File: src/hw/rtl/iol_pkg.sv
// Package for the indexed ordered list: sizes and command codes.
// No dependencies.
`timescale 1ns / 1ps
package iol_pkg;
  localparam int Capacity = 32;
  localparam int AddrW = $clog2(Capacity);
  localparam int CountW = $clog2(Capacity + 1);
  localparam int DataW = 64;

  typedef enum logic [2:0] {
    CMD_INSERT = 3'd0,
    CMD_APPEND = 3'd1,
    CMD_GET    = 3'd2,
    CMD_SET    = 3'd3,
    CMD_REMOVE = 3'd4,
    CMD_CLEAR  = 3'd5
  } cmd_t;
endpackage

File: src/hw/rtl/iol_ram.sv
// Generic single-port-write, single-port-read RAM with registered read.
// No dependencies.
`timescale 1ns / 1ps
module iol_ram #(
  parameter int Width = 8,
  parameter int Depth = 16
) (
  input  logic                     clk,
  input  logic                     wr_en,
  input  logic [$clog2(Depth)-1:0] wr_addr,
  input  logic [Width-1:0]         wr_data,
  input  logic [$clog2(Depth)-1:0] rd_addr,
  output logic [Width-1:0]         rd_data
);
  logic [Width-1:0] mem [Depth];

  always_ff @(posedge clk) begin
    if (wr_en) begin
      mem[wr_addr] <= wr_data;
    end
    rd_data <= mem[rd_addr];
  end
endmodule

File: src/hw/rtl/indexed_ordered_list_top.sv
// Indexed ordered list: 64-bit handles stored in one RAM by position.
// Depends on iol_pkg and iol_ram.
//
// One transaction at a time. Get, set and append touch a single slot and need
// no shift. Insert and remove move entries one slot at a time through the
// RAM's single read port, each move a read state and then a write state.
// Errors, clear and unknown commands go straight from decide to the response.
// The input reopens the cycle after the response is taken.
`timescale 1ns / 1ps
module indexed_ordered_list_top (
  input  logic        clk,
  input  logic        rst_n,
  input  logic        in_valid,
  output logic        in_stall,
  input  logic [2:0]  in_command,
  input  logic [5:0]  in_index,
  input  logic [63:0] in_value,
  output logic        out_valid,
  input  logic        out_stall,
  output logic        out_status,
  output logic [63:0] out_data,
  output logic [5:0]  out_position,
  output logic [5:0]  out_entries_held
);
  import iol_pkg::*;

  typedef enum logic [2:0] {
    ST_IDLE, ST_DECIDE, ST_READ, ST_SHIFT_RD, ST_SHIFT_WR, ST_FINISH, ST_RESP
  } state_t;

  state_t state_r;
  logic [2:0]        cmd_r;
  logic [5:0]        idx_r;
  logic [DataW-1:0]  val_r;
  logic [CountW-1:0] count_r;
  logic [CountW-1:0] ptr_r;
  logic              out_valid_r;
  logic              status_r;
  logic [DataW-1:0]  data_r;
  logic [5:0]        pos_r;

  logic              wr_en;
  logic [AddrW-1:0]  wr_addr;
  logic [DataW-1:0]  wr_data;
  logic [AddrW-1:0]  rd_addr;
  logic [DataW-1:0]  rd_data;

  iol_ram #(.Width(DataW), .Depth(Capacity)) u_slots (
    .clk     (clk),
    .wr_en   (wr_en),
    .wr_addr (wr_addr),
    .wr_data (wr_data),
    .rd_addr (rd_addr),
    .rd_data (rd_data)
  );

  logic [CountW:0] idx_ext;
  logic in_range;
  logic ins_ok;
  assign idx_ext  = (CountW + 1)'(idx_r);
  assign in_range = idx_ext < {1'b0, count_r};
  assign ins_ok   = (count_r != CountW'(Capacity)) &&
                    ((cmd_r == CMD_APPEND) || (idx_ext <= {1'b0, count_r}));

  assign in_stall  = (state_r != ST_IDLE) || out_valid_r;
  assign out_valid = out_valid_r;
  assign out_status = status_r;
  assign out_data = data_r;
  assign out_position = pos_r;
  assign out_entries_held = 6'(count_r);

  // insert: shift from top down (read ptr-1, write ptr); remove: read ptr+1, write ptr
  always_comb begin
    wr_en   = 1'b0;
    wr_addr = AddrW'(ptr_r);
    wr_data = rd_data;
    rd_addr = AddrW'(idx_r);
    case (state_r)
      ST_SHIFT_RD: begin
        if (cmd_r == CMD_REMOVE) begin
          rd_addr = AddrW'(ptr_r + 1'b1);
        end else begin
          rd_addr = AddrW'(ptr_r - 1'b1);
        end
      end
      ST_SHIFT_WR: wr_en = 1'b1;
      ST_FINISH: begin
        if (cmd_r == CMD_SET || cmd_r == CMD_INSERT || cmd_r == CMD_APPEND) begin
          wr_en   = 1'b1;
          wr_addr = AddrW'(ptr_r);
          wr_data = val_r;
        end
      end
      default: ;
    endcase
  end

  always_ff @(posedge clk) begin
    if (!rst_n) begin
      state_r     <= ST_IDLE;
      count_r     <= '0;
      out_valid_r <= 1'b0;
    end else begin
      if (out_valid_r && !out_stall) begin
        out_valid_r <= 1'b0;
      end
      case (state_r)
        ST_IDLE: begin
          if (in_valid && !in_stall) begin
            cmd_r <= in_command;
            idx_r <= in_index;
            val_r <= in_value;
            state_r <= ST_DECIDE;
          end
        end
        ST_DECIDE: begin
          status_r <= 1'b1;
          data_r   <= '0;
          pos_r    <= '0;
          state_r  <= ST_RESP;
          case (cmd_r)
            CMD_INSERT, CMD_APPEND: begin
              if (ins_ok) begin
                if (cmd_r == CMD_APPEND) begin
                  idx_r <= 6'(count_r);
                end
                ptr_r   <= count_r;
                state_r <= (cmd_r == CMD_APPEND || idx_ext == {1'b0, count_r}) ?
                           ST_FINISH : ST_SHIFT_RD;
              end
            end
            CMD_GET, CMD_SET, CMD_REMOVE: begin
              if (in_range) begin
                state_r <= ST_READ;
              end
            end
            CMD_CLEAR: begin
              status_r <= 1'b0;
              count_r  <= '0;
            end
            default: ;
          endcase
        end
        ST_READ: begin
          data_r   <= rd_data;
          status_r <= 1'b0;
          ptr_r    <= CountW'(idx_r);
          if (cmd_r == CMD_REMOVE) begin
            state_r <= (idx_ext + 1'b1 == {1'b0, count_r}) ? ST_FINISH : ST_SHIFT_RD;
          end else if (cmd_r == CMD_SET) begin
            state_r <= ST_FINISH;
          end else begin
            state_r <= ST_RESP;
          end
        end
        ST_SHIFT_RD: state_r <= ST_SHIFT_WR;
        ST_SHIFT_WR: begin
          if (cmd_r == CMD_REMOVE) begin
            ptr_r   <= ptr_r + 1'b1;
            state_r <= (ptr_r + 2'd2 == count_r) ? ST_FINISH : ST_SHIFT_RD;
          end else begin
            ptr_r   <= ptr_r - 1'b1;
            state_r <= (ptr_r - 1'b1 == CountW'(idx_r)) ? ST_FINISH : ST_SHIFT_RD;
          end
        end
        ST_FINISH: begin
          if (cmd_r == CMD_REMOVE) begin
            count_r <= count_r - 1'b1;
          end else if (cmd_r != CMD_SET) begin
            count_r  <= count_r + 1'b1;
            status_r <= 1'b0;
            pos_r    <= idx_r;
          end
          state_r <= ST_RESP;
        end
        ST_RESP: begin
          out_valid_r <= 1'b1;
          state_r     <= ST_IDLE;
        end
        default: state_r <= ST_IDLE;
      endcase
    end
  end
endmodule

File: config.mk
export PLATFORM = sky130hd
export DESIGN_NAME = indexed_ordered_list_top
export DESIGN_NICKNAME = d
export VERILOG_FILES = /design/src/hw/rtl/iol_pkg.sv /design/src/hw/rtl/iol_ram.sv /design/src/hw/rtl/indexed_ordered_list_top.sv
export SDC_FILE = /design/constraint.sdc
export NUM_CORES = 2
export LEC_CHECK = 0
export BUFFER_PORTS_ARGS = -buffer_cell sky130_fd_sc_hd__buf_2
export CORE_ASPECT_RATIO = 0.5
export CORE_MARGIN = 2
export CORE_UTILIZATION = 50
export CTS_CLUSTER_SIZE = 28
export DETAILED_ROUTE_END_ITERATION = 7
export GPL_ROUTABILITY_DRIVEN = 0
export GPL_TIMING_DRIVEN = 0
export PLACE_DENSITY = 0.66
export SYNTH_ARGS = -nofsm -noshare
export SYNTH_HDL_FRONTEND = slang
export SYNTH_SLANG_ARGS = --single-unit
File: constraint.sdc
create_clock -name clk -period 9.89 [get_ports clk]
set_input_delay 1.4835 -clock clk [delete_from_list [all_inputs] [get_ports clk]]
set_output_delay 1.4835 -clock clk [all_outputs]
set_load 0.05 [all_outputs]
==> results by group <==
Hold path
  – Worst Hold Launch: u_slots.rd_data[26]
  – Worst min path class: register to register
  – Hold Crit Depth: 1
  – Worst-case hold path end point: out_data[26]

Synth
  – Synth Area in Adders: 0.2966%
  – Post-Syn Nets: 4,069
  – Cell Area, Synth: 86,910 sq um
  – Most frequent cell after synthesis: edfxtp_1
  – Compound-gate portion of the synthesized area: about 2.2%
  – Gate count after technology mapping: 3,972
  – Post-synth top area share: 75.95%
  – Post-Synth Simple-Gate Area: 2.483%
  – Main flop type after synthesis: edfxtp_1
  – Synth top cells by count: edfxtp_1 (2,198), mux4_2 (495), nand2_1 (224), mux2i_1 (159), buf_2 (98)
  – Largest family of logic cells by synthesized area: multiplexers
  – Asr flop ratio synth: 0%
  – Synthesized area per cell: between 20 and 25 sq um
  – Seq cells post-synth: 2,272
  – Mux share of post-synthesis cell area: ~16%
  – Synth top area cells: edfxtp_1 (76%), mux4_2 (13%), mux2i_1 (1.8%)
  – Synth unique cells: 62
  – Post-synth EDFFs: 2,198
  – Seq/Total Area, Yosys: 77.65%
  – Synth area leader: edfxtp_1
  – Synth Warn #: 0
  – Xor-xnor portion of the synthesized cell area: less than 1%

Die
  – Core area: between 150,000 and 200,000 sq um
  – Initial Util: 50.21%
  – Top Ports: 156
  – Rows: around 110
  – Die width: 593.6 um
  – Die area: approximately 180,000 sq um
  – Die Y: 298.8 um

STA
  – Worst slew pin tran: 1.546 ns
  – # setup viols final: 0
  – Unrepaired setup endpoints after global routing: false
  – Post-route clock period utilization: 54.90%
  – Worst Clk Skew: a little under 0.05 ns
  – Slew margin rel.: -3.079%
  – Final Hold Vio Count: 0
  – Tmin final: 5.430 ns
  – Peak Freq: 184.2 MHz
  – Worst hold margin: roughly 0.53 ns
  – Fin worst setup slack: about 4.5 ns
  – Pins Over Slew Limit: 11
  – Fin Setup TNS: 0 ns

GRT
  – Initial antenna violation count: 13
  – First-pass GRT wire length: around 330,000 um
  – Maximum number of pins on one net before global-route repair: 33
  – Grt total ovfl: 0
  – Vias in the first global route: around 43,000
  – Gr usage total: 26.64%

Layout
  – Layout cell share with drive strength beyond 1: 29.00%
  – Area Overhead vs Synth: 14.49%
  – Final nets: approximately 4,500
  – Fin util: 57.48%

Setup path
  – Crit-path cells: clkbuf_1 > inv_1 > ha_1 > or3b_2 > mux2i_1 > xor2_1 > mux2_2 > nor2_1 > clkbuf_1 > a32oi_1 > and3_1
  – Worst Path Required: 10.62 ns
  – Cell family with the largest share of critical-path delay: simple AND/OR/NAND/NOR gates
  – Slowest-stage cell, CP: clkbuf_1
  – CP Depth: 11
  – Reg2reg setup slack: 4.46 ns
  – Reg2reg start: ptr_r[0]
  – CP max FO: 10
  – Setup crit start kind: register
  – Crit path DAT: 6.16 ns
  – Worst path bufs/invs: 3
  – Largest stage delay on the critical path: 1.19 ns
  – R2R cell count: 11
  – Crit Path Category: register to register
  – Critical R2R Capture: u_slots.rd_data[54]
  – CP most frequent cell: clkbuf_1
  – CP Capture Type: register

Route
  – Vias: 44,260
  – Initial DRC Count: 7,190
  – Total routed wirelength: about 240,000 um
  – Vias/cell: 6.404
  – ANT nets after route: 0
  – DR WL/cell: between 30 and 40 um
  – First-pass DRT Iterations: 7
  – DRC: 0

Pwr
  – Leak: 31.92 nW
  – Overall Power: approximately 26 mW
  – Pwr dens: between 200 and 300 nW/um^2
  – Worst VDD drop: 203.8 uV

CTS
  – Clock tree buffer depth: 3
  – Root Driver: clkbuf_16
  – CTS Hold Bufs: 0
  – Clock transition at path regs: approximately 0.070 ns
  – CTS tree: done
  – Htree depth: 4
  – Post-CTS sizing: 0
  – Clock sink count: 2,272
  – Post-CTS Setup Inserts: 0
  – Clock Latency Late Sink: 0.84 ns
  – CTS Buf Count: 192

Placed design
  – Post-DP HPWL: 155,500 um
  – Worst slack, placed: roughly 4.7 ns
  – Number of port buffers: 155

Job
  – Max cap viols: 1

Status
  – Failing checks: max-capacitance violations, max-slew violations
  – Status: complete, but fails checks
-- power breakdown --
part	internal (mW)	switching, mW	total [mW]
logic	1.97	4.26	6.23
clock network	4.30	3.43	7.74
registers	12.3	0.166	12.5
-- sequential cells by signal, indices dropped and copies added, names as in the netlist, 6 cells and up --
name / flops
out_entries_held: 6
out_position: 6
val_r: 64
idx_r: 6
u_slots.mem: 2048
ptr_r: 6
u_slots.rd_data: 64
out_data: 64
-- per-layer routing --
layer	track usage [%]	share of wire, %	vias up
li1	-	-	17480
met1	39.48	40	23570
met2	39.99	45	2875
met3	6.514	12	330
met4	7.081	2.5	0
met5	0	0	-
-- placed cells by master, fill, tap and decap left out, drive strengths merged, types with 19 or more instances in the layout --
master	synthesis	final
xnor2	19	19
nand3	48	48
a22oi	54	54
dfxtp	74	74
nor2	57	57
a31oi	28	28
buf	154	420
ha	19	19
a32o	46	46
mux4	495	495
and2	68	68
clkinv	0	52
clkbuf	66	342
and3	25	25
mux2i	160	160
nand2	225	225
mux2	72	72
inv	14	22
a221oi	22	22
edfxtp	2198	2198
-- worst reg2reg max path, stage by stage, from the launching register on --
cell and delay, ns:
edfxtp_1 0.46, clkbuf_1 0.24, inv_1 0.23, ha_1 0.32
or3b_2 0.48, mux2i_1 0.18, xor2_1 0.15, mux2_2 0.41
nor2_1 1.03, clkbuf_1 1.20, a32oi_1 0.37, and3_1 0.27
-- how the worst max path moves through the flow --
stage	from	end	slack, ns
after floorplan	rst_n	out_data[0]	3.20
after global placement	rst_n	out_data[28]	-2.08
after detailed placement	ptr_r[0]	u_slots.rd_data[54]	4.74
after CTS	ptr_r[0]	u_slots.rd_data[54]	4.72
after global routing	ptr_r[2]	u_slots.rd_data[54]	4.47
final	ptr_r[0]	u_slots.rd_data[54]	4.46
-- through the flow --
| stage | instance area (sq um) | cells |
|---|---|---|
| global placement | 90570 | 6437 |
| detailed placement | 93110 | 6548 |
| finish | 99500 | 6911 |
| CTS | 99480 | 6906 |
| global route | 99490 | 6907 |
| floorplan | 86910 | 3972 |
-- logic make-up after synthesis --
| kind of cell | count (synthesis) |
|---|---|
| AOI/OAI and AO/OA | 223 |
| adders and majority gates | 20 |
| DFF | 2272 |
| and+or+nand+nor | 465 |
| buffers and inverters | 234 |
| xor gates and xnor gates | 31 |
| muxes | 727 |
-- area by class of cell --
class,count,area (sq um)
fill,12410,73600
sequential,2272,67480
multi-input combinational,1466,18420
clock buffer,276,5436
timing repair buffer,266,3045
tap,2310,2890
buffer,220,1216
clock inverter,82,937.1
inverter,14,57.56
antenna,5,12.51
No activity file was read; power rests on OpenSTA's default activity.
